### src/sv/whtf_queue.sv
// ============================================================================
// whtf_queue
// Small register FIFO that decouples the front from the back.
// ============================================================================
`default_nettype none

module whtf_queue #(
    parameter int WIDTH = 48,
    parameter int DEPTH = 4
) (
    input  wire logic             clk,
    input  wire logic             rst_n,
    input  wire logic             push,
    input  wire logic [WIDTH-1:0] wdata,
    output logic                  full,
    input  wire logic             pop,
    output logic [WIDTH-1:0]      rdata,
    output logic                  valid
);

    localparam int PW = (DEPTH > 1) ? $clog2(DEPTH) : 1;

    logic [WIDTH-1:0] slot_reg [DEPTH];
    logic [PW-1:0]    wr_ptr_reg, wr_ptr_next;
    logic [PW-1:0]    rd_ptr_reg, rd_ptr_next;
    logic [PW:0]      count_reg, count_next;

    assign full  = (count_reg == (PW+1)'(DEPTH));
    assign valid = (count_reg != '0);
    assign rdata = slot_reg[rd_ptr_reg];

    // Advance pointers and fill count
    always_comb
    begin
        wr_ptr_next = wr_ptr_reg;
        rd_ptr_next = rd_ptr_reg;
        count_next  = count_reg;
        if (push)
        begin
            wr_ptr_next = (wr_ptr_reg == PW'(DEPTH - 1)) ? '0 : wr_ptr_reg + 1'b1;
        end
        if (pop)
        begin
            rd_ptr_next = (rd_ptr_reg == PW'(DEPTH - 1)) ? '0 : rd_ptr_reg + 1'b1;
        end
        if (push && !pop)
        begin
            count_next = count_reg + 1'b1;
        end
        else if (pop && !push)
        begin
            count_next = count_reg - 1'b1;
        end
    end

    always_ff @(posedge clk or negedge rst_n)
    begin
        if (!rst_n)
        begin
            wr_ptr_reg <= '0;
            rd_ptr_reg <= '0;
            count_reg  <= '0;
        end
        else
        begin
            wr_ptr_reg <= wr_ptr_next;
            rd_ptr_reg <= rd_ptr_next;
            count_reg  <= count_next;
        end
    end

    // Store entries
    always_ff @(posedge clk)
    begin
        if (push)
        begin
            slot_reg[wr_ptr_reg] <= wdata;
        end
    end

endmodule

`default_nettype wire

### config.mk
export PLATFORM = sky130hd
export DESIGN_NAME = whtf_queue
export DESIGN_NICKNAME = d
export VERILOG_FILES = /design/src/sv/whtf_queue.sv
export SDC_FILE = /design/constraint.sdc
export NUM_CORES = 1
export LEC_CHECK = 0
export BUFFER_PORTS_ARGS = -buffer_cell sky130_fd_sc_hd__buf_2
export CORE_UTILIZATION = 30
export DETAILED_ROUTE_END_ITERATION = 12
export PLACE_DENSITY = 0.56
export SYNTH_ARGS = -nofsm -noshare
export SYNTH_HDL_FRONTEND = slang
export SYNTH_SLANG_ARGS = --single-unit
### constraint.sdc
create_clock -name clk -period 2.09 [get_ports clk]
set_input_delay 0.418 -clock clk [delete_from_list [all_inputs] [get_ports clk]]
set_output_delay 0.418 -clock clk [all_outputs]
set_load 0.01 [all_outputs]
---- Yosys cells after proc, flatten, opt, wreduce, memory -nomap -nowiden ----
Memories as Yosys holds them, arrays and structs flattened.
Cells that the tools add are included.
operators by class
  multipliers ............................. 0
  bitwise gates (word level) .............. 0
  shifts and indexed selects .............. 0
  $lt $le $gt $ge ......................... 0
  reductions and logical operators ........ 6
  eq/ne operators ......................... 3
  $add $sub $neg .......................... 4
  div/mod/pow operators ................... 0
  muxes and demuxes ....................... 6
operators by type and width
  cell                   count
  $mux W3                2
  $add A2 B1 Y2 const B  2
  $eq A2 B2 Y1 const B   2
  $mux W2                2
  $add A3 B1 Y3 const B  1
  $eq A3 B3 Y1 const B   1
  $reduce_bool A3 Y1     1
  $sub A3 B1 Y3 const B  1
  $logic_and A1 B1 Y1    2
  $logic_not A1 Y1       2
  $mux W1                2
  $reduce_bool A2 Y1     1
storage, ports and cells
  bits in registers ....................... 7
  memories kept ........................... 1
  output and inout port bits .............. 50
  input port bits ......................... 52
  bits in read-only memories .............. 0
  bits in latches ......................... 0
  bits in writable memories ............... 192
memories
  memory    depth  width  rd ports  clocked after memory_dff  wr ports  RTL line  text
  slot_reg  4      48     1         0                         1         23        logic [WIDTH-1:0] slot_reg [DEPTH];

---- Depth between registers and ports, before layout ----
Gate-level depths: netlist (run 1).
  word-level depth ........................ 4
  gate-level depth with buffers ........... 7
  mapped depth without buffers ............ 7

---- Worst setup path before layout (run 1) ----
Ideal clock, no wire load.
  path kind ............................... register to register
  from .................................... reg wr_ptr_reg[0]
  to ...................................... mem slot_reg[0][0] (enable)
  setup slack ............................. -0.091 ns
  setup time .............................. 0.410 ns
  required time ........................... 1.680 ns
  data arrival time ....................... 1.771 ns
  stages on the path, launching flop included .. 4
  period minus slack after synthesis ...... 2.181 ns
  cell sequence ........................... dfrtp_1 inv_1 ha_1 and2_1
RTL lines
  element                 RTL line  text
  from (decl)             24        logic [PW-1:0] wr_ptr_reg, wr_ptr_next;
  from (signal assigned)  66        wr_ptr_reg <= wr_ptr_next;
  to (decl)               23
No word-level cell before the write port.

---- Worst setup path after layout (run 1) ----
  from .................................... reg rd_ptr_reg[0]
  to ...................................... out rdata[20]
between the ends
  longest elaborated chain between the ends .. 1
RTL lines
  element                 RTL line  text
  from (decl)             25        logic [PW-1:0] rd_ptr_reg, rd_ptr_next;
  from (signal assigned)  67        rd_ptr_reg <= rd_ptr_next;
  $mem_v2 Z4 W48          n/a
  to (decl)               17        output logic [WIDTH-1:0] rdata,
No other way between the ends.

==> insert_results.sql, run 1 <==
INSERT INTO impl_metrics (metric_group, metric, value, unit) VALUES
('status', 'status', 'finished with violations', ''),
('status', 'violated_checks', 'setup timing', ''),
('critical_path', 'end_kind', 'output pin', ''),
('floorplanning', 'start_util', '0.305', ''),
('critical_path', 'worst_ep_arrival_time', '1.83', 'ns'),
('critical_path', 'r2r_cells', '4', ''),
('floorplanning', 'design.core.area', '0.0242', 'mm^2'),
('timing', 'finalSetupViolCount', '48', ''),
('finish', 'finalNetCount', '477', ''),
('logic_synthesis', 'synth.area.mux_share', '0.151', ''),
('timing', 'worst_pin_slew', '0.497', 'ns'),
('clock_tree', 'path_clk_slew', '0.07', 'ns'),
('critical_path', 'cpMostUsedCell', 'buf_12', ''),
('timing', 'final_hold_viol_count', '0', ''),
('timing', 'max-slew-margin-rel', '0.669', ''),
('critical_path', 'critical_path.max_stage_delay', '0.54', 'ns'),
('place', 'gp_routability_congestion', '0.646', ''),
('run', 'max_cap_viol_count', '0', ''),
('logic_synthesis', 'synthAdderAreaFrac', '0.0129', ''),
('critical_path', 'path_delay_family', 'multiplexers', ''),
('logic_synthesis', 'synth-seq-area-share', '0.803', ''),
('floorplanning', 'die_y', '159', 'um'),
('detailed_routing', 'drtAntennaViolNets', '0', ''),
('logic_synthesis', 'post_synth_num_cell_types', '19', ''),
('critical_path', 'regToRegEndpoint', 'slot_reg[2][14]', ''),
('grt', 'number_of_antenna_violations_at_the_first_check_in_global_routing', '0', ''),
('clock_tree', 'clk_root_buffer_cell', 'clkbuf_16', ''),
('timing', 'rsz0062_at_grt', 'yes', ''),
('clock_tree', 'cts_made_buffers', '17', ''),
('finish', 'postLayoutCoreUtil', '0.381', ''),
('critical_path', 'cp_slowest_cell', 'mux4_2', ''),
('logic_synthesis', 'main_combinational_cell_family_by_area_after_synthesis', 'multiplexers', ''),
('place', 'hpwlAfterDp', '8670', 'um'),
('power_and_ir_drop', 'power.ir.vdd_worst', '0.402', 'mV'),
('timing', 'setup_slack', '-0.160', 'ns'),
('grt', 'globalRoute.totalOverflow', '0', ''),
('critical_path', 'worst_setup_path_startpoint', 'rd_ptr_reg[0]', ''),
('critical_path', 'crit_path_end', 'rdata[20]', ''),
('timing', 'period_share', '1.08', ''),
('critical_path', 'worstPathRequired', '1.67', 'ns'),
('detailed_routing', 'viasPerCell', '4.39', ''),
('detailed_routing', 'remaining_drc_errors', '0', ''),
('detailed_routing', 'route.vias.total', '3314', ''),
('logic_synthesis', 'synthXorXnorAreaFrac', '0.00355', ''),
('logic_synthesis', 'postSynthAreaPerCell', '25.7', 'um^2'),
('timing', 'fin_skew', '0.0108', 'ns'),
('power_and_ir_drop', 'design_power', '12800', 'uW'),
('critical_path', 'worst-path-max-fanout', '7', ''),
('critical_path', 'criticalPathCategory', 'flip-flop to output pin', ''),
('clock_tree', 'clock_sinks', '199', ''),
('grt', 'number_of_global_route_vias_before_repair', '3687', ''),
('logic_synthesis', 'ys_ff_latch', '199', ''),
('finish', 'antenna_diode_count', '0', ''),
('floorplanning', 'std_cell_rows', '57', ''),
('timing', 'slew_violations', '0', ''),
('critical_path', 'worst-path-stages', '4', ''),
('min_path', 'min_from', 'wdata[24]', ''),
('clock_tree', 'clock_tree.buffer_depth', '2', ''),
('grt', 'grt_pass1_wl', '22000', 'um'),
('critical_path', 'worstSetupStartpointType', 'flip-flop', ''),
('detailed_routing', 'detailedRoute.firstPassIterationCount', '4', ''),
('logic_synthesis', 'number_of_warnings_reported_in_the_yosys_synthesis_log', '0', ''),
('finish', 'largest_reg_flops', '192', ''),
('place', 'io_buffer_count', '101', ''),
('logic_synthesis', 'synth-compound-area-share', '0.00135', ''),
('power_and_ir_drop', 'power.density', '1380', 'mW/mm^2'),
('floorplanning', 'die_area', '0.0253', 'mm^2'),
('detailed_routing', 'dr.first_iter.drc_count', '215', ''),
('clock_tree', 'htree_levels', '4', ''),
('timing', 'fmax', '0.445', 'GHz'),
('grt', 'grt_max_degree', '31', '');
==> cells in the mapped netlist <==
master	instances	area [um^2]
buf_2	4	20.0
inv_1	4	15.0
buf_12	5	100
mux2_2	3	33.8
fa_1	1	20.0
mux4_2	48	1080
edfxtp_1	192	5770
xor2_1	2	17.5
and2_1	4	25.0
buf_4	1	7.51
dfrtp_1	7	175
or3_1	1	6.26
xnor2_1	1	8.76
buf_6	1	11.3
nand2_1	2	7.51
ha_1	6	75.1
o21ai_0	2	10.0
nor3b_1	1	7.51
nor2_1	3	11.3
==> repair_timing <==
action / CTS / global route
endpoints found under the hold margin: 7 / 0
cloned: 1 / 2
setup endpoints to repair: 48 / 48
resized for setup: 16 / 17
setup buffers: 4 / 2
hold buffers: 1 / 0
==> area by class of cell <==
type	count	area [um^2]
clock inverters	15	141
repair buffers	122	1000
fillers	2230	15000
multi-input cells	74	1310
clock buffers	17	425
inverters	4	15.0
flip-flops and latches	199	5950
well taps	324	405
==> cells by family (layout without fill, tap and decap cells) <==
family | Yosys count | count (layout)
compound gates | 2 | 2
xor+xnor | 3 | 3
fa+ha+maj | 7 | 7
buf+inv | 15 | 158
flops | 199 | 199
mux | 51 | 51
simple gates | 11 | 11
==> how the worst min path moves through the flow <==
stage,endpoint,slack [ns],cells after the start
after CTS,slot_reg[0][1],0.18,1
after floorplan,count_reg[0],0.12,0
after global routing,slot_reg[0][1],0.18,1
after global placement,count_reg[2],0.27,1
final,slot_reg[3][24],0.21,1
after detailed placement,count_reg[2],0.28,1
==> where the power goes <==
| part | switching [uW] | internal [uW] | leakage (uW) |
|---|---|---|---|
| registers | 189 | 5120 | 0.00184 |
| logic | 1980 | 2330 | 0.00104 |
| clock network | 1480 | 1670 | 0.000279 |
| total | 3650 | 9130 | 0.00317 |
==> per-layer routing <==
layer	wire length (um)	GRT usage	share of wire	vias to the layer above
met5	0	0	0	-
met4	106	0.0288	0.0073	0
met3	571	0.0346	0.039	10
met2	7710	0.208	0.53	72
met1	6120	0.143	0.42	1752
li1	-	-	-	1480
==> placed cells by master (no fill, tap or decap), types with 2 or more instances in the layout <==
| master | netlist | final |
|---|---|---|
| edfxtp_1 | 192 | 192 |
| clkinv_1 | 0 | 2 |
| mux2_2 | 3 | 3 |
| inv_8 | 0 | 3 |
| inv_6 | 0 | 3 |
| nand2_1 | 2 | 2 |
| buf_6 | 1 | 30 |
| ha_1 | 6 | 6 |
| inv_1 | 4 | 4 |
| xor2_1 | 2 | 2 |
| mux4_2 | 48 | 48 |
| dfrtp_1 | 7 | 5 |
| clkinv_4 | 0 | 3 |
| buf_4 | 1 | 9 |
| buf_2 | 4 | 71 |
| buf_12 | 5 | 9 |
| and2_2 | 0 | 4 |
| nor2_1 | 3 | 3 |
| o21ai_0 | 2 | 2 |
| clkinv_2 | 0 | 2 |
| clkbuf_16 | 0 | 19 |
==> stage by stage <==
stage	instances	setup TNS, ns	cell area (um^2)
after floorplan	288	0	7400
after global placement	715	0	8350
after detailed placement	715	0	8350
after CTS	752	-7.78	9090
after global routing	755	-9.30	9240
final	755	-6.14	9240
(Power assumes the default switching activity.)
==> run 2: changes to the inputs <==
CAP_MARGIN = 0   (was unset)
CORE_ASPECT_RATIO = 0.75   (was unset)
==> insert_results.sql, run 2 (synthesized netlist as in run 1, its figures left out) <==
INSERT INTO impl_metrics (metric_group, metric, value, unit) VALUES
('status', 'status', 'finished with violations', ''),
('status', 'violated_checks', 'setup timing', ''),
('finish', 'stdcell_area', '0.00941', 'mm^2'),
('finish', 'largest_reg_flops', '192', ''),
('place', 'hpwlAfterDp', '8750', 'um'),
('place', 'detailed_place.area', '0.00839', 'mm^2'),
('timing', 'fin_skew', '0.00669', 'ns'),
('floorplanning', 'start_util', '0.307', ''),
('detailed_routing', 'route.vias.total', '3369', ''),
('timing', 'setup_slack', '-0.169', 'ns'),
('place', 'post-place-cells', '722', ''),
('floorplanning', 'die_area', '0.0253', 'mm^2'),
('clock_tree', 'clkLatencyLatePin', '0.44', 'ns'),
('finish', 'leading_cell_types_in_the_layout_fill_and_taps_excluded', '192 x edfxtp_1, 60 x buf_2, 48 x mux4_2', ''),
('timing', 'fmax', '0.443', 'GHz'),
('detailed_routing', 'wl', '14600', 'um'),
('timing', 'period_share', '1.08', ''),
('critical_path', 'criticalPathCategory', 'flip-flop to output pin', ''),
('timing', 'finalSetupViolCount', '48', ''),
('finish', 'final_layout_size_suffix_gt1_frac', '0.483', ''),
('critical_path', 'end_kind', 'output pin', ''),
('finish', 'mostFrequentLayoutCell', 'edfxtp_1', ''),
('critical_path', 'worst-path-max-fanout', '6', ''),
('floorplanning', 'std_cell_rows', '49', ''),
('finish', 'areaGrowthSynthToFinish', '27.2', '%'),
('run', 'max_cap_viol_count', '0', ''),
('finish', 'finalNonFillerCells', '761', ''),
('grt', 'grt_max_degree', '40', ''),
('detailed_routing', 'dr.first_iter.drc_count', '169', ''),
('detailed_routing', 'top_signal_layer_used', 'met4', ''),
('critical_path', 'worstPathRequired', '1.67', 'ns'),
('clock_tree', 'cts_made_buffers', '17', ''),
('grt', 'number_of_global_route_vias_before_repair', '3839', ''),
('grt', 'grt_pass1_wl', '22400', 'um'),
('finish', 'finalNetCount', '476', ''),
('place', 'gp_routability_congestion', '0.679', ''),
('timing', 'slew_violations', '0', ''),
('detailed_routing', 'route.detailed.wl_per_inst', '19.2', 'um'),
('clock_tree', 'clock_tree.buffer_depth', '2', ''),
('min_path', 'worst_hold_path_type', 'input pin to flip-flop', ''),
('finish', 'final.fill_count', '2142', ''),
('grt', 'grt_util_all_layers', '0.124', ''),
('detailed_routing', 'remaining_drc_errors', '0', ''),
('floorplanning', 'die_x', '183', 'um'),
('power_and_ir_drop', 'power.ir.vdd_worst', '0.555', 'mV'),
('power_and_ir_drop', 'power.density', '1420', 'mW/mm^2'),
('timing', 'layout_min_cycle_time', '2.26', 'ns'),
('detailed_routing', 'drtAntennaViolNets', '0', ''),
('power_and_ir_drop', 'leakage', '0.00322', 'uW'),
('clock_tree', 'htree_levels', '4', ''),
('timing', 'max-slew-margin-rel', '0.767', ''),
('detailed_routing', 'detailedRoute.firstPassIterationCount', '4', ''),
('floorplanning', 'design.core.area', '0.0241', 'mm^2'),
('grt', 'number_of_antenna_violations_at_the_first_check_in_global_routing', '2', ''),
('clock_tree', 'clock_sinks', '199', ''),
('detailed_routing', 'wl_met1', '6440', 'um'),
('detailed_routing', 'met2_length', '7220', 'um'),
('timing', 'final_hold_viol_count', '0', ''),
('floorplanning', 'io_pins', '102', ''),
('detailed_routing', 'viasPerCell', '4.43', ''),
('critical_path', 'worstSetupStartpointType', 'flip-flop', ''),
('detailed_routing', 'met3_wirelength', '742', 'um'),
('timing', 'rsz0062_at_grt', 'yes', ''),
('critical_path', 'worst_ep_arrival_time', '1.84', 'ns'),
('grt', 'globalRoute.totalOverflow', '0', ''),
('timing', 'worst_pin_slew', '0.350', 'ns'),
('clock_tree', 'path_clk_slew', '0.07', 'ns'),
('place', 'io_buffer_count', '101', ''),
('floorplanning', 'die_y', '138', 'um'),
('clock_tree', 'tritoncts', 'built', ''),
('clock_tree', 'clk_root_buffer_cell', 'clkbuf_16', '');
-- run 2: cell count changes in the layout (fill, tap and decap cells not counted), moves of 2 or more --
| cell | delta |
|---|---|
| buf_6 | +11 |
| buf_4 | -3 |
| clkbuf_16 | -2 |
| inv_8 | -2 |
| buf_16 | +3 |
| clkinv_1 | -2 |
| buf_2 | -11 |
| bufinv_16 | +3 |
-- run 2: path summary, 6_finish.rpt --
path / start / endpoint / cells after the start / slack, ns
min in group asynchronous: rst_n / count_reg[1] / 2 / 0.35
min reg2reg: count_reg[2] / count_reg[2] / 1 / 0.51
max reg2reg: wr_ptr_reg[0] / slot_reg[0][25] / 4 / 0.43
min: wdata[24] / slot_reg[1][24] / 1 / 0.19
max in group asynchronous: rst_n / rd_ptr_reg[0] / 2 / 1.53
max: rd_ptr_reg[0] / rdata[44] / 4 / -0.17
-- run 2: layout make-up --
class | count | area [um^2] | share of cell area
diodes | 1 | 2.50 | 0.000266
clock buffers | 18 | 429 | 0.0456
clock inverters | 13 | 193 | 0.0205
inverters | 4 | 15.0 | 0.00160
multi-input cells | 74 | 1310 | 0.139
flip-flops and latches | 199 | 5950 | 0.632
well taps | 331 | 414 | 0.0440
repair buffers | 121 | 1100 | 0.117
-- run 2: critical path: stages, from the launching register on --
cell	delay [ns]
dfrtp_4	0.48
buf_12	0.14
buf_16	0.14
mux4_2	0.51
buf_6	0.14
-- run 2: power breakdown --
part / total (uW) / switching (uW) / internal, uW / leakage, uW
combinational: 4580 / 2050 / 2530 / 0.00107
sequential: 5330 / 206 / 5120 / 0.00184
clock: 3460 / 1440 / 2020 / 0.000303
-- run 2: layer usage --
| layer | GRT usage | up-vias |
|---|---|---|
| li1 | - | 1481 |
| met1 | 0.154 | 1793 |
| met2 | 0.200 | 76 |
| met3 | 0.0414 | 19 |
| met4 | 0.0474 | 0 |
| met5 | 0 | - |
-- run 2: timing repair --
item                       in CTS  in global routing
cloned                          3                  0
hold buffers                    1                  0
gates resized for setup        24                 21
setup buffers                   3                  0
setup endpoints to repair      48                 48
hold endpoints to repair        7                  0
-- run 2: metrics by stage --
stage                     power (uW)   util  hold WS (ns)  setup WS [ns]  setup TNS (ns)
after floorplan                 7760      -         0.122          0.423               0
after global placement          9010  0.348         0.266          0.267               0
after detailed placement        9090  0.348         0.274          0.248               0
after CTS                      13300  0.385         0.164         -0.211           -8.25
after global routing           14000  0.390         0.167         -0.243           -9.74
final                          13400  0.390         0.194         -0.169           -6.03
==> run 3: changes to the inputs <==
CORE_UTILIZATION = 35   (was 30)
PLACE_DENSITY = 0.62   (was 0.56)
==> insert_results.sql, run 3 (synthesized netlist as in run 1, its figures left out) <==
INSERT INTO impl_metrics (metric_group, metric, value, unit) VALUES
('timing', 'hold_slack', '0.202', 'ns'),
('floorplanning', 'io_pins', '102', ''),
('grt', 'number_of_antenna_violations_at_the_first_check_in_global_routing', '1', ''),
('place', 'gp_routability_congestion', '0.673', ''),
('detailed_routing', 'wl', '13900', 'um'),
('status', 'violated_checks', 'setup timing', ''),
('floorplanning', 'die_x', '170', 'um'),
('clock_tree', 'tritoncts', 'built', ''),
('floorplanning', 'design.core.area', '0.0205', 'mm^2'),
('critical_path', 'worstSetupStartpointType', 'flip-flop', ''),
('finish', 'areaGrowthSynthToFinish', '25.8', '%'),
('critical_path', 'worst-path-max-fanout', '6', ''),
('detailed_routing', 'viasPerCell', '4.72', ''),
('clock_tree', 'clock_sinks', '199', ''),
('finish', 'stdcell_area', '0.00931', 'mm^2'),
('finish', 'largest_reg_flops', '192', ''),
('grt', 'globalRoute.totalOverflow', '0', ''),
('clock_tree', 'path_clk_slew', '0.07', 'ns'),
('finish', 'finalNonFillerCells', '717', ''),
('grt', 'number_of_global_route_vias_before_repair', '3639', ''),
('critical_path', 'worst_ep_arrival_time', '1.84', 'ns'),
('floorplanning', 'start_util', '0.361', ''),
('timing', 'final_hold_viol_count', '0', ''),
('finish', 'mostFrequentLayoutCell', 'edfxtp_1', ''),
('clock_tree', 'clkLatencyLatePin', '0.43', 'ns'),
('power_and_ir_drop', 'power.ir.vdd_worst', '0.568', 'mV'),
('clock_tree', 'htree_levels', '4', ''),
('finish', 'final_layout_size_suffix_gt1_frac', '0.491', ''),
('floorplanning', 'std_cell_rows', '45', ''),
('min_path', 'worst_hold_path_type', 'input pin to flip-flop', ''),
('timing', 'finalSetupViolCount', '48', ''),
('clock_tree', 'clk_root_buffer_cell', 'clkbuf_16', ''),
('detailed_routing', 'drtAntennaViolNets', '0', ''),
('grt', 'grt_pass1_wl', '20600', 'um'),
('place', 'hpwlAfterDp', '8010', 'um'),
('detailed_routing', 'remaining_drc_errors', '0', ''),
('critical_path', 'end_kind', 'output pin', ''),
('power_and_ir_drop', 'leakage', '0.00321', 'uW'),
('finish', 'finalNetCount', '480', ''),
('timing', 'fin_skew', '0.00758', 'ns'),
('timing', 'worst_pin_slew', '0.323', 'ns'),
('critical_path', 'criticalPathCategory', 'flip-flop to output pin', ''),
('grt', 'grt_max_degree', '38', ''),
('timing', 'layout_min_cycle_time', '2.26', 'ns'),
('timing', 'max-slew-margin-rel', '0.784', ''),
('place', 'post-place-cells', '674', ''),
('critical_path', 'worstPathRequired', '1.67', 'ns'),
('run', 'max_cap_viol_count', '0', ''),
('status', 'status', 'finished with violations', ''),
('timing', 'slew_violations', '0', ''),
('detailed_routing', 'detailedRoute.firstPassIterationCount', '4', ''),
('detailed_routing', 'route.vias.total', '3387', ''),
('power_and_ir_drop', 'power.density', '1390', 'mW/mm^2'),
('detailed_routing', 'route.detailed.wl_per_inst', '19.3', 'um'),
('finish', 'leading_cell_types_in_the_layout_fill_and_taps_excluded', '192 x edfxtp_1, 66 x buf_2, 48 x mux4_2', ''),
('floorplanning', 'die_y', '128', 'um'),
('floorplanning', 'die_area', '0.0217', 'mm^2'),
('detailed_routing', 'dr.first_iter.drc_count', '261', ''),
('timing', 'setup_slack', '-0.172', 'ns'),
('place', 'io_buffer_count', '101', ''),
('grt', 'grt_util_all_layers', '0.133', ''),
('timing', 'fmax', '0.442', 'GHz'),
('clock_tree', 'cts_made_buffers', '17', ''),
('place', 'detailed_place.area', '0.00833', 'mm^2'),
('clock_tree', 'clock_tree.buffer_depth', '2', ''),
('timing', 'period_share', '1.08', ''),
('finish', 'postLayoutCoreUtil', '0.454', ''),
('timing', 'rsz0062_at_grt', 'yes', '');
## run 3: changes by cell type in the layout (fill, tap and decap cells not counted)
cell / previous run / this run
buf_16: 3 / 0
clkbuf_1: 1 / 0
clkinv_4: 2 / 3
buf_2: 60 / 66
clkbuf_16: 17 / 21
buf_4: 6 / 9
bufinv_16: 4 / 0
clkinv_8: 0 / 2
inv_8: 1 / 5
clkinv_2: 2 / 1
buf_6: 41 / 35
## run 3: cell type report
cell class	count	area (um^2)
Fill cell	1763	11200
Inverter	4	15.0
Clock buffer	17	425
Antenna cell	1	2.50
Clock inverter	15	154
Timing Repair Buffer	125	1100
Multi-Input combinational cell	74	1310
Tap cell	282	353
Sequential cell	199	5950
## run 3: power breakdown
part	internal (uW)	total (uW)	switching (uW)
clock	1600	3160	1560
combinational	2490	4510	2020
sequential	5120	5310	186
## run 3: per-stage QoR
step	power [uW]	TNS [ns]	worst slack, ns
final	13000	-6.46	-0.172
after floorplan	7760	0	0.423
after CTS	12600	-6.85	-0.204
after global routing	13600	-9.23	-0.218
after detailed placement	9050	0	0.269
after global placement	8990	0	0.286
## run 3: path summary, 6_finish.rpt
path / startpoint / end / slack (ns) / cells after the start
worst max register to register: rd_ptr_reg[0] / rd_ptr_reg[1] / 0.37 / 6
worst max-delay path: rd_ptr_reg[0] / rdata[28] / -0.17 / 4
min in group asynchronous: rst_n / count_reg[0] / 0.35 / 2
worst min register to register: count_reg[2] / count_reg[2] / 0.51 / 1
max in group asynchronous: rst_n / rd_ptr_reg[1] / 1.55 / 2
worst min-delay path: wdata[12] / slot_reg[0][12] / 0.20 / 1
## run 3: worst max-delay path, cell delays in order, from the launching register on
cell and delay (ns):
dfrtp_4 0.50, buf_4 0.16, buf_12 0.14, mux4_2 0.47, buf_6 0.15
## run 3: repair_timing
item	4_1_cts	5_1_grt
pin swaps	0	0
gates cloned	0	4
setup buffers	1	4
endpoints found under the hold margin	7	0
endpoints found under the setup margin	48	48
resized for setup	19	21
hold buffers	1	0
## run 3: layer usage
metal / vias up / part of all wire / global-route usage
met3: 15 / 0.055 / 0.0429
met2: 86 / 0.50 / 0.216
met4: 0 / 0.013 / 0.0488
met1: 1791 / 0.43 / 0.167
li1: 1495 / - / -
met5: - / 0 / 0
