`src/sv/whtf_pkg.sv`:
```
// ============================================================================
// whtf_pkg
// Shared types and constants of the Walsh-Hadamard transform filter.
// ============================================================================
`default_nettype none

package whtf_pkg;

    // Largest transform length exponent and saturated sample width
    localparam int MAX_LOG2_LENGTH = 10;
    localparam int SAMPLE_BITS     = 16;

    localparam int VALUE_W    = 27;
    localparam int ACC_W      = 37;
    localparam int MAG_W      = 26;
    localparam int ENERGY_W   = 51;
    localparam int DC_W       = 16;
    localparam int LG_W       = 4;
    localparam int MODE_W     = 2;
    localparam int RATIO_W    = 16;
    localparam int INDEX_W    = 10;
    localparam int CFG_IDX_W  = 2;
    localparam int CFG_DATA_W = 16;
    localparam int LIM_W      = MAG_W + RATIO_W;

    // Register indexes of the configuration port
    localparam logic [CFG_IDX_W-1:0] CFG_LOG2_LENGTH     = 2'd0;
    localparam logic [CFG_IDX_W-1:0] CFG_MODE            = 2'd1;
    localparam logic [CFG_IDX_W-1:0] CFG_THRESHOLD_RATIO = 2'd2;

    // Mode codes
    localparam logic [MODE_W-1:0] MODE_FORWARD   = 2'd0;
    localparam logic [MODE_W-1:0] MODE_INVERSE   = 2'd1;
    localparam logic [MODE_W-1:0] MODE_THRESHOLD = 2'd2;

    typedef struct packed {
        logic signed [VALUE_W-1:0] value;
        logic                      last_value;
    } whtf_in_t;

    typedef struct packed {
        logic signed [VALUE_W-1:0] result_value;
        logic [INDEX_W-1:0]        result_index;
        logic [ENERGY_W-1:0]       energy;
        logic signed [DC_W-1:0]    dc_component;
        logic                      last_result;
    } whtf_out_t;

    typedef enum logic [1:0] {
        CMD_LOAD,
        CMD_START,
        CMD_EMIT
    } whtf_kind_t;

    // One classified transaction, passed from front to back
    typedef struct packed {
        whtf_kind_t                kind;
        logic                      store;
        logic [LG_W-1:0]           lg;
        logic [MODE_W-1:0]         md;
        logic signed [VALUE_W-1:0] value;
    } whtf_cmd_t;

    typedef enum logic [3:0] {
        B_IDLE,
        B_PAD,
        B_BF,
        B_STAT,
        B_LIM,
        B_THR,
        B_SHIFT,
        B_RD,
        B_OUT
    } whtf_back_state_t;

endpackage

`default_nettype wire

```
`src/sv/whtf_front.sv`:
```
// ============================================================================
// whtf_front
// Accepts input transactions and classifies them as load, start or emit.
// ============================================================================
`default_nettype none

module whtf_front (
    input  wire logic                                  clk,
    input  wire logic                                  rst_n,
    input  wire logic                                  item_fire,
    input  wire whtf_pkg::whtf_in_t                    item,
    input  wire logic [whtf_pkg::LG_W-1:0]             log2_length,
    input  wire logic [whtf_pkg::MODE_W-1:0]           mode,
    output logic                                       cmd_push,
    output whtf_pkg::whtf_cmd_t                        cmd,
    output logic [whtf_pkg::MAX_LOG2_LENGTH-1:0]       cmd_addr
);

    import whtf_pkg::*;

    localparam int AW        = MAX_LOG2_LENGTH;
    localparam int SAT_HI_I  = (1 << (SAMPLE_BITS - 1)) - 1;
    localparam logic signed [VALUE_W-1:0] SAT_HI = VALUE_W'(SAT_HI_I);
    localparam logic signed [VALUE_W-1:0] SAT_LO = VALUE_W'(-SAT_HI_I - 1);
    localparam logic [LG_W-1:0] MAX_LG = LG_W'(MAX_LOG2_LENGTH);

    logic [AW:0]               load_cnt_reg, load_cnt_next;
    logic                      emitting_reg, emitting_next;
    logic [AW-1:0]             emit_pos_reg, emit_pos_next;
    logic [AW:0]               n_held_reg, n_held_next;

    logic [LG_W-1:0]           lg_eff;
    logic [MODE_W-1:0]         md_eff;
    logic [AW:0]               n_cur;
    logic signed [VALUE_W-1:0] sat_value;

    // Clamp length, fold unused mode into forward, saturate the sample
    always_comb
    begin
        if (log2_length == '0)
        begin
            lg_eff = LG_W'(1);
        end
        else if (log2_length > MAX_LG)
        begin
            lg_eff = MAX_LG;
        end
        else
        begin
            lg_eff = log2_length;
        end
        md_eff = (mode == MODE_INVERSE || mode == MODE_THRESHOLD) ? mode : MODE_FORWARD;
        n_cur  = {{AW{1'b0}}, 1'b1} << lg_eff;
        if (item.value > SAT_HI)
        begin
            sat_value = SAT_HI;
        end
        else if (item.value < SAT_LO)
        begin
            sat_value = SAT_LO;
        end
        else
        begin
            sat_value = item.value;
        end
    end

    // Classify the transaction and track load and emit positions
    always_comb
    begin
        load_cnt_next = load_cnt_reg;
        emitting_next = emitting_reg;
        emit_pos_next = emit_pos_reg;
        n_held_next   = n_held_reg;
        cmd_push      = 1'b0;
        cmd.kind      = CMD_LOAD;
        cmd.store     = 1'b0;
        cmd.lg        = lg_eff;
        cmd.md        = md_eff;
        cmd.value     = (md_eff == MODE_INVERSE) ? item.value : sat_value;
        cmd_addr      = load_cnt_reg[AW-1:0];
        if (item_fire)
        begin
            if (!emitting_reg)
            begin
                cmd.store = (load_cnt_reg < n_cur);
                if (cmd.store)
                begin
                    load_cnt_next = load_cnt_reg + 1'b1;
                end
                if (item.last_value)
                begin
                    cmd.kind      = CMD_START;
                    cmd_push      = 1'b1;
                    emitting_next = 1'b1;
                    emit_pos_next = AW'(1);
                    n_held_next   = n_cur;
                end
                else
                begin
                    cmd_push = cmd.store;
                end
            end
            else
            begin
                cmd.kind = CMD_EMIT;
                cmd_addr = emit_pos_reg;
                cmd_push = 1'b1;
                if ({1'b0, emit_pos_reg} == n_held_reg - 1'b1)
                begin
                    emitting_next = 1'b0;
                    load_cnt_next = '0;
                    emit_pos_next = '0;
                end
                else
                begin
                    emit_pos_next = emit_pos_reg + 1'b1;
                end
            end
        end
    end

    always_ff @(posedge clk or negedge rst_n)
    begin
        if (!rst_n)
        begin
            load_cnt_reg <= '0;
            emitting_reg <= 1'b0;
            emit_pos_reg <= '0;
            n_held_reg   <= '0;
        end
        else
        begin
            load_cnt_reg <= load_cnt_next;
            emitting_reg <= emitting_next;
            emit_pos_reg <= emit_pos_next;
            n_held_reg   <= n_held_next;
        end
    end

endmodule

`default_nettype wire

```
`config.mk`:
```
export PLATFORM = sky130hd
export DESIGN_NAME = whtf_front
export DESIGN_NICKNAME = d
export VERILOG_FILES = /design/src/sv/whtf_pkg.sv /design/src/sv/whtf_front.sv
export SDC_FILE = /design/constraint.sdc
export NUM_CORES = 1
export LEC_CHECK = 0
export ABC_AREA = 1
export ABC_CLOCK_PERIOD_IN_PS = 5700
export BUFFER_PORTS_ARGS = -buffer_cell sky130_fd_sc_hd__buf_4
export CORE_MARGIN = 2
export CORE_UTILIZATION = 55
export DETAILED_ROUTE_END_ITERATION = 16
export GPL_ROUTABILITY_DRIVEN = 0
export MAX_ROUTING_LAYER = met4
export PLACE_DENSITY = 0.87
export SLEW_MARGIN = 20
export SYNTH_ARGS = -nofsm -noshare
export SYNTH_HDL_FRONTEND = slang
export SYNTH_SLANG_ARGS = --single-unit
```
`constraint.sdc`:
```
create_clock -name clk -period 5.7 [get_ports clk]
set_input_delay 0 -clock clk [delete_from_list [all_inputs] [get_ports clk]]
set_output_delay 0 -clock clk [all_outputs]
set_load 0.05 [all_outputs]
```
## Word level (Yosys, flattened, before mapping)

Cells that the tools add are included.

- Output and inout port bits: 47
- Input bits: 37
- Register bits after elaboration: 33
- Word-level logic and storage cells: 49

- $lt $le $gt $ge: 4
- Bitwise gates (word level): 1
- Add/subtract/negate cells: 3
- Equal/unequal tests: 5
- Reductions and logical operators: 7
- Muxes and demuxes: 24
- Shifts and indexed selects: 1

Operators by type and width:

| cell | count |
|---|---|
| two-way mux 27 bit | 3 |
| two-way mux 10 bit | 5 |
| two-way mux 11 bit | 3 |
| > comparator 27 x 16 -> 1 bit, second input constant | 1 |
| < comparator 27 x 16 -> 1 bit, second input constant | 1 |
| adder 11 x 1 -> 11 bit, second input constant | 1 |
| equality test 10 x 11 -> 1 bit | 1 |
| < comparator 11 bit | 1 |
| << shifter 1 x 4 -> 11 bit, first input constant | 1 |
| subtractor 11 x 1 -> 11 bit, second input constant | 1 |
| adder 10 x 1 -> 10 bit, second input constant | 1 |
| two-way mux 1 bit | 8 |
| two-way mux 4 bit | 2 |
| AND reduction 3 bit | 2 |
| equality test 2 x 1 -> 1 bit, second input constant | 2 |
| > comparator 4 bit, second input constant | 1 |
| zero test 4 bit | 1 |
| two-way mux 2 bit | 2 |
| nonzero test 2 bit | 2 |
| two-way mux 3 bit | 1 |
| equality test 2 bit, second input constant | 1 |
| inequality test 2 x 1 -> 1 bit, second input constant | 1 |
| AND reduction 2 bit | 1 |
| logical OR 1 bit | 1 |
| NOT 1 bit | 1 |

## Logic depth before layout (Yosys ltp)

Gate-level depths: netlist of run 1.

- Depth in word-level cells: 8
- Gate-level depth with buffers: 14
- Depth with buffers taken out: 14

## Worst setup path before layout of run 1

OpenSTA, ideal clock, no wires.

- Kind: input port to output port
- Start: input port log2_length[2] (netlist bit)
- End: output port cmd_push
- Path buffers: 0
- Data required time: 5700 ps
- Path slack: 3129 ps
- Cell stages on the path: 9
- Data arrival time: 2571 ps
- Path through: inv_1 nor2_1 nand2_1 ha_1 nand2_1 nor2_1 nand3_1 nand3_1 o21ai_0

RTL lines:

| item | RTL line | text |
|---|---|---|
| start, declared | whtf_front.sv:12 | `input wire logic [whtf_pkg::LG_W-1:0] log2_length,` |
| end, declared | whtf_front.sv:14 | `output logic cmd_push,` |

## Worst setup path in the final report of run 1

- Start: register emitting_reg
- End: output port cmd_push

- Cells in the longest elaborated chain, start to end: 2

Ends and longest elaborated chain:

| item | RTL line | text |
|---|---|---|
| start, declared | whtf_front.sv:28 | `logic emitting_reg, emitting_next;` |
| start signal, assigned | whtf_front.sv:135 | `emitting_reg <= emitting_next;` |
| two-way mux 1 bit | whtf_front.sv:84 | `if (!emitting_reg)` |
| two-way mux 1 bit | whtf_front.sv:82 | `if (item_fire)` |

Every way passes these cells.

==> reports/qor.yml, run 1 <==
grt_use_total_pct: 31.0
finalSetupViolCount: 0
netlist_top_cells_count: "145 x nand2_1, 78 x inv_1, 58 x o21ai_0"
place_area_sq_mm: 0.00366
cts_root_buf: "clkbuf_8"
min_to: "load_cnt_reg[1]"
drv_cap: 0
rsz0062_at_grt: "no"
synth_nets: 541
setup_slack_ps: 3050
clkTransAtPathRegs_ps: 70
io_buffers: 83
drt-total-wl_microns: 8930
postSynthAreaPerCell_sq_um: 6.14
start_util_pct: 57.8
synthFlopType: "dfrtp_1"
viasPerCell: 5.51
synth-seq-area-share_pct: 27.4
drive_gt1_share_pct: 18.5
grt_max_degree: 34
worstHoldStart: "item_fire"
synth_area_sq_mm: 0.00301
synth.most_common_cell: "nand2_1"
synth_edf_count: 0
drtIter0Drc: 291
critPathRequiredTime_ps: 5700
ys_warn_count: 0
diodes: 0
drv_slew: 0
synth_cell_types: 32
core-area_sq_mm: 0.00520
final_antenna_net_count: 0
period_needed_ps: 2650
clk-insertion-delay-late_ps: 290
hold_viol_final: 0
cts_resized: 0
power_density_mw_per_mm2: 368
tightest_slew_ps: 821
period_share_pct: 46.5
overflow: 0
async_flop_share_pct: 100
synth.largest_area_cell: "dfrtp_1"
relSlewSlack_pct: 45.1
clk_path_buf_depth: 2
path_max_fanout: 20
die_h_microns: 78.0
peakVddDrop_mv: 0.293
timing.fmax_mhz: 377
nNetsFinal: 619
worst-r2r-cell-count: 6
hold_depth: 3
num_io_pins: 84
fin_util_pct: 72.3
drc: 0
final_area_sq_mm: 0.00376
clock-sinks: 33
startpoint_type: "register"
regToRegSetupSlack_ps: 3410
routedWlPerCell_microns: 14.0
synth.top_cell.area_share_pct: 27.4
syn_inst: 490
skew_ps: 7.50
cp.arrival_ps: 2650
dp_hpwl_microns: 6930
cts_tree: "done"
h-tree-depth: 2
drt_pass1_iterations: 7
hold_class: "input pin to register"
setup_tns_ps: 0
antenna_found_initial: 0
die_w_microns: 78.0
critPathCaptureType: "output port"
synthTopCellsByArea: "dfrtp_1 27%, nand2_1 18%, inv_1 9.7%, o21ai_0 9.6%, ha_1 5.8%"
status: "finished clean"
grt_pass1_vias: 3271
areaGrowthSynthToFinish_pct: 25.0
hold_ws_ps: 2.06
rows: 26
grt_first_pass_wirelength_microns: 14700
r2r_end: "emit_pos_reg[0]"
rr_startpoint: "emitting_reg"
cts_buffers: 5
critPathKind: "register to output port"
yosys_register_bits: 33
detailroute.via_count: 3515
dieArea_sq_mm: 0.00608
cts_setup_buffers: 0
preCtsSetupSlack_ps: 3480
p_leak_nw: 2.06
## cells in the final DEF (no fill, tap or decap)
cell	instances
buf_4	83
clkbuf_8	6
a211oi_1	1
nand3_2	1
dfrtp_1	33
o21ai_2	1
o211ai_1	1
nor4_1	7
nor3b_1	1
xnor2_1	4
nand4_2	2
ha_1	14
a21oi_1	8
nor2_1	42
o21a_1	1
or2_2	3
xor2_1	5
inv_1	78
nand2_1	145
nor3_1	4
nand3b_1	2
dlygate4sd3_1	1
nor2_2	6
clkinvlp_4	1
o21bai_1	1
nand2_2	1
and3_1	1
o21ai_0	58
nand3_1	34
o21ai_1	1
nor2_4	1
nand4_1	21
## worst max path at each step
stage,start,endpoint,slack (ps),depth (start not counted)
after CTS,emitting_reg,cmd_push,3120,5
after global placement,emitting_reg,cmd_push,3480,5
after floorplan,log2_length[2],cmd_push,3130,9
final,emitting_reg,cmd_push,3050,5
after global routing,emitting_reg,cmd_push,2820,5
after detailed placement,n_held_reg[0],load_cnt_reg[3],3480,12
## metal layers
| metal | vias up | wire length, microns | part of all wire (%) | track usage (%) |
|---|---|---|---|---|
| met3 | 21 | 664 | 7.4 | 5.58 |
| met2 | 167 | 4360 | 49 | 49.9 |
| met5 | - | 0 | 0 | - |
| met4 | 0 | 163 | 1.8 | 10.4 |
| li1 | 1738 | - | - | - |
| met1 | 1589 | 3740 | 42 | 39.7 |
## cell families (layout without fill, tap and decap cells)
family	count (synthesis)	count (layout)	synth area share (%)
xor gates and xnor gates	9	9	2.62
AOI/OAI and AO/OA	72	72	12.4
buffers and inverters	91	169	11.6
adders and majority gates	14	14	5.82
and+or+nand+nor	271	271	40.0
DFF	33	33	27.4
## power by group
group | total, mW | internal [mW] | switching [mW]
clock network | 0.186 | 0.0955 | 0.0906
registers | 0.382 | 0.291 | 0.0911
logic | 0.817 | 0.274 | 0.543
## metrics by stage
stage	total power [mW]	instances
floorplan	0.970	490
global placement	1.16	630
detailed placement	1.19	630
CTS	1.37	638
global route	1.50	638
finish	1.39	638
## cell type report
type                            instances  area, sq um
Clock inverter                          1         7.51
Tap cell                               70         87.6
Sequential cell                        33          826
Timing Repair Buffer                   84          633
Multi-Input combinational cell        366         1830
Fill cell                             436         1440
Clock buffer                            6         82.6
Inverter                               78          293
## worst max-delay path, stage by stage, from the launching register on
cell and delay, ps:
dfrtp_1 480, nand2_1 450, inv_1 350, nor2_1 630, o21ai_0 190, buf_4 240
## repair_timing
item | 4_1_cts | 5_1_grt
hold buffers | 1 | 0
setup endpoints to repair | 0 | 0
hold endpoints to repair | 33 | 0
Power figures use the tool's default switching activity.
==> run 2: changes to the inputs <==
--- a/config.mk
+++ b/config.mk
@@ -5,15 +5,15 @@
 export SDC_FILE = /design/constraint.sdc
 export NUM_CORES = 1
 export LEC_CHECK = 0
-export ABC_AREA = 1
-export ABC_CLOCK_PERIOD_IN_PS = 5700
+export ABC_AREA = 0
+export ABC_CLOCK_PERIOD_IN_PS = 2600
 export BUFFER_PORTS_ARGS = -buffer_cell sky130_fd_sc_hd__buf_4
 export CORE_MARGIN = 2
-export CORE_UTILIZATION = 55
+export CORE_UTILIZATION = 52
 export DETAILED_ROUTE_END_ITERATION = 16
 export GPL_ROUTABILITY_DRIVEN = 0
 export MAX_ROUTING_LAYER = met4
-export PLACE_DENSITY = 0.87
+export PLACE_DENSITY = 0.85
 export SLEW_MARGIN = 20
 export SYNTH_ARGS = -nofsm -noshare
 export SYNTH_HDL_FRONTEND = slang
==> constraint.sdc (replaced) <==
create_clock -name clk -period 2.6 [get_ports clk]
set_input_delay 0 -clock clk [delete_from_list [all_inputs] [get_ports clk]]
set_output_delay 0 -clock clk [all_outputs]
set_load 0.05 [all_outputs]
==> reports/qor.yml, run 2 <==
critPathKind: "register to register"
status: "finished clean"
drt_pass1_iterations: 4
clkTransAtPathRegs_ps: 80
final_cell_mix: "108 x buf_4, 65 x nand2_1, 33 x dfrtp_1"
routedWlPerCell_microns: 16.5
finalSetupViolCount: 0
slowest_delay_ps: 420
diodes: 0
drc: 0
setup_slack_ps: 59.4
critPathCaptureType: "register"
tightest_slew_ps: 784
crit_chain: "inv_2 > ha_4 > or3b_4 > or4_1 > a211o_1 > nand3_4 > a31oi_4 > buf_6 > a21oi_1 > mux2i_1"
h-tree-depth: 2
viasPerCell: 5.78
hold_viol_final: 0
skew_ps: 13.3
rr_startpoint: "n_held_reg[0]"
overflow: 0
synth_area_sq_mm: 0.00264
drt-total-wl_microns: 8410
synth_nets: 387
drtIter0Drc: 133
synth_edf_count: 0
cts_tree: "done"
mostFrequentLayoutCell: "buf_4"
dp_hpwl_microns: 6280
synth_cell_types: 48
cts_buffers: 5
core-area_sq_mm: 0.00482
cp.arrival_ps: 2730
synthFlopType: "dfrtp_1"
start_util_pct: 54.8
path_max_fanout: 5
synth.largest_area_cell: "dfrtp_1"
num_io_pins: 84
synth-seq-area-share_pct: 31.3
finalPower_mw: 3.10
drive_gt1_share_pct: 34.8
die_h_microns: 75.2
yosys_register_bits: 33
clk-insertion-delay-late_ps: 300
grt_pass1_vias: 2717
syn_inst: 336
instances_no_fill: 509
critPathRequiredTime_ps: 2790
final_antenna_net_count: 0
synth.most_common_cell: "nand2_1"
hold_ws_ps: 46.4
clk_path_buf_depth: 2
synthTopCellsByArea: "dfrtp_1 31%, nand2_1 9.4%, ha_1 6.6%, xnor2_1 5.3%, o21ai_0 4.4%"
relSlewSlack_pct: 47.6
drv_slew: 0
hold_depth: 4
drv_cap: 0
grt_first_pass_wirelength_microns: 12900
cts_root_buf: "clkbuf_8"
place_inst: 499
rows: 25
grt_use_total_pct: 30.6
postSynthAreaPerCell_sq_um: 7.85
areaGrowthSynthToFinish_pct: 42.9
hold_class: "input pin to register"
detailroute.via_count: 2941
period_share_pct: 97.7
power_density_mw_per_mm2: 822
io_buffers: 83
min_to: "emitting_reg"
die_w_microns: 75.2
ys_warn_count: 0
r2r_end: "emit_pos_reg[4]"
fillCellCount: 348
peakVddDrop_mv: 0.880
async_flop_share_pct: 100
startpoint_type: "register"
antenna_found_initial: 0
period_needed_ps: 2540
clock-sinks: 33
nNetsFinal: 492
netlist_top_cells_count: "66 x nand2_1, 33 x dfrtp_1, 25 x nor2_1"
worstHoldStart: "item_fire"
dieArea_sq_mm: 0.00566
preCtsSetupSlack_ps: -221
regToRegSetupSlack_ps: 60
grt_max_degree: 34
timing.fmax_mhz: 394
worst-r2r-cell-count: 10
synth.top_cell.area_share_pct: 31.3
cpMaxStageDelayCell: "or4_1"
p_leak_nw: 1.76
## run 2: critical path: cells and delay by family, from the launching register on
family	cells	cell delay (ps)
buffers and inverters	2	280
muxes	1	90
DFF	1	390
adders and majority gates	1	150
and+or+nand+nor	3	910
AOI/OAI and AO/OA	3	610
## run 2: worst max path at each step
stage / startpoint / to / depth (start not counted) / slack [ps]
6_report: n_held_reg[0] / emit_pos_reg[4] / 10 / 60
4_1_cts: n_held_reg[0] / emit_pos_reg[5] / 10 / 20
3_3_place_gp: log2_length[3] / load_cnt_reg[8] / 12 / -80
5_1_grt: n_held_reg[0] / emit_pos_reg[3] / 11 / -20
2_1_floorplan: log2_length[2] / load_cnt_reg[1] / 12 / -20
3_5_place_dp: log2_length[3] / load_cnt_reg[10] / 13 / -220
## run 2: final cells by class
class | instances | area [sq um] | share of cell area [%]
tap | 67 | 83.8 | 2.22
inverter | 18 | 70.1 | 1.86
sequential | 33 | 826 | 21.9
clock inverter | 3 | 46.3 | 1.23
multi-input combinational | 271 | 1820 | 48.3
timing repair buffer | 112 | 855 | 22.7
clock buffer | 5 | 68.8 | 1.83
## run 2: cell families (layout without fill, tap and decap cells)
logic type	count (synthesis)	in the layout	synth area share [%]
AOI/OAI and AO/OA	66	66	16.7
xor gates and xnor gates	21	21	6.97
adders and majority gates	15	15	7.02
buffers and inverters	32	138	4.98
DFF	33	33	31.3
muxes	10	10	4.13
and+or+nand+nor	159	159	28.9
## run 2: layer usage
layer  global-route usage, %  up-vias  wire [microns]
li1                        -     1392               -
met1                    37.9     1429            3240
met3                    3.88       19             438
met4                    8.97        0             160
met5                       -        -               0
met2                    52.3      101            4570
## run 2: through the flow
| stage | setup TNS (ps) | cell area [sq um] | util (%) |
|---|---|---|---|
| after floorplan | -36.0 | 2700 | - |
| after global placement | -939 | 3540 | 73.4 |
| after detailed placement | -3310 | 3540 | 73.4 |
| after CTS | 0 | 3710 | 77.0 |
| after global routing | -66.6 | 3770 | 78.2 |
| final | 0 | 3770 | 78.2 |
## run 2: report_power, final
| group | leakage (nW) | internal [mW] | total [mW] | switching [mW] |
|---|---|---|---|---|
| logic | 1.27 | 0.704 | 1.76 | 1.06 |
| registers | 0.428 | 0.641 | 0.838 | 0.198 |
| clock network | 0.0543 | 0.287 | 0.500 | 0.213 |
| total | 1.76 | 1.63 | 3.10 | 1.47 |
## run 2: what timing repair did
action / 4_1_cts / 5_1_grt
hold endpoints to repair: 33 / 0
setup endpoints to repair: 22 / 19
setup buffers: 0 / 1
pin swaps: 0 / 5
gates resized for setup: 10 / 11
hold buffers: 1 / 0
==> run 3: changes to the inputs <==
--- a/config.mk
+++ b/config.mk
@@ -8,6 +8,7 @@
 export ABC_AREA = 0
 export ABC_CLOCK_PERIOD_IN_PS = 2600
 export BUFFER_PORTS_ARGS = -buffer_cell sky130_fd_sc_hd__buf_4
+export CORE_ASPECT_RATIO = 0.5
 export CORE_MARGIN = 2
 export CORE_UTILIZATION = 52
 export DETAILED_ROUTE_END_ITERATION = 16
==> reports/qor.yml, run 3 (synthesis results as in run 2) <==
status: "finished clean"
viasPerCell: 5.92
tightest_slew_ps: 776
nNetsFinal: 493
cp.arrival_ps: 2750
setup_slack_ps: 12.9
clk_path_buf_depth: 2
drv_cap: 0
fin_util_pct: 77.2
finalSetupViolCount: 0
rows: 18
setup_tns_ps: 0
top_layer: "met4"
cts_tree: "done"
drt_pass1_iterations: 5
path_max_fanout: 5
timing.fmax_mhz: 387
critPathKind: "register to register"
dp_hpwl_microns: 6150
diodes: 0
antenna_found_initial: 0
p_leak_nw: 1.76
grt_use_total_pct: 30.2
power_density_mw_per_mm2: 810
die_h_microns: 54.4
cts_buffers: 5
drc: 0
dieArea_sq_mm: 0.00569
grt_max_degree: 34
rsz0062_at_grt: "yes"
grt_first_pass_wirelength_microns: 12900
hold_viol_final: 0
clkTransAtPathRegs_ps: 70
preCtsSetupSlack_ps: -286
drt-total-wl_microns: 8530
place_inst: 503
critPathCaptureType: "register"
io_buffers: 83
relSlewSlack_pct: 48.1
place_area_sq_mm: 0.00355
startpoint_type: "register"
cts_root_buf: "clkbuf_8"
start_util_pct: 53.7
final_cell_mix: "108 x buf_4, 65 x nand2_1, 33 x dfrtp_1"
dr_wl_met3_microns: 675
period_share_pct: 99.5
period_needed_ps: 2590
instances_no_fill: 512
peakVddDrop_mv: 0.634
clk-insertion-delay-late_ps: 290
wl_met2_microns: 4150
clock-sinks: 33
core-area_sq_mm: 0.00491
routedWlPerCell_microns: 16.7
grt_pass1_vias: 2718
num_io_pins: 84
drv_slew: 0
skew_ps: 2.83
critPathRequiredTime_ps: 2770
overflow: 0
die_w_microns: 105
hold_ws_ps: 55.9
drtIter0Drc: 279
regToRegSetupSlack_ps: 10
areaGrowthSynthToFinish_pct: 43.6
wl_met1_microns: 3470
detailroute.via_count: 3029
mostFrequentLayoutCell: "buf_4"
final_area_sq_mm: 0.00379
hold_class: "input pin to register"
finalPower_mw: 3.07
drive_gt1_share_pct: 35.3
final_antenna_net_count: 0
h-tree-depth: 2
## run 3: worst paths after layout
kind	from	to	cells after the start
setup / recovery	n_held_reg[0]	emit_pos_reg[2]	10
hold / removal	item_fire	emitting_reg	4
setup reg to reg	n_held_reg[0]	emit_pos_reg[2]	10
hold reg to reg	n_held_reg[0]	n_held_reg[0]	2
max in group asynchronous	rst_n	n_held_reg[9]	2
min in group asynchronous	rst_n	load_cnt_reg[2]	2
## run 3: timing repair
action                     CTS  global route
setup buffers                0             1
setup endpoints to repair    9            24
pin swaps                    0             8
resized for setup            5            22
hold endpoints to repair    33             0
hold buffers                 1             0
## run 3: area by class of cell
| type | instances | area, sq um |
|---|---|---|
| clock buffers | 7 | 86.3 |
| fillers | 335 | 1120 |
| inverters | 18 | 70.1 |
| multi-input cells | 271 | 1850 |
| flip-flops and latches | 33 | 826 |
| well taps | 70 | 87.6 |
| repair buffers | 113 | 866 |
## run 3: layer usage
layer | up-vias | GRT usage [%]
met4 | 0 | 11.3
met5 | - | -
met1 | 1447 | 35.8
li1 | 1391 | -
met2 | 157 | 53.6
met3 | 34 | 5.60
## run 3: where the power goes
group	switching (mW)	leakage, nW	internal (mW)
combinational	1.10	1.28	0.727
clock	0.186	0.0443	0.210
sequential	0.204	0.428	0.641
## run 3: critical path, stage by stage, from the launching register on
cell and delay (ps):
dfrtp_1 400, inv_2 90, ha_4 130, or3b_4 380, or4_4 520, a211o_1 310, nand3_4 100, a31oi_4 140
buf_6 200, a21oi_2 120, mux2i_1 80
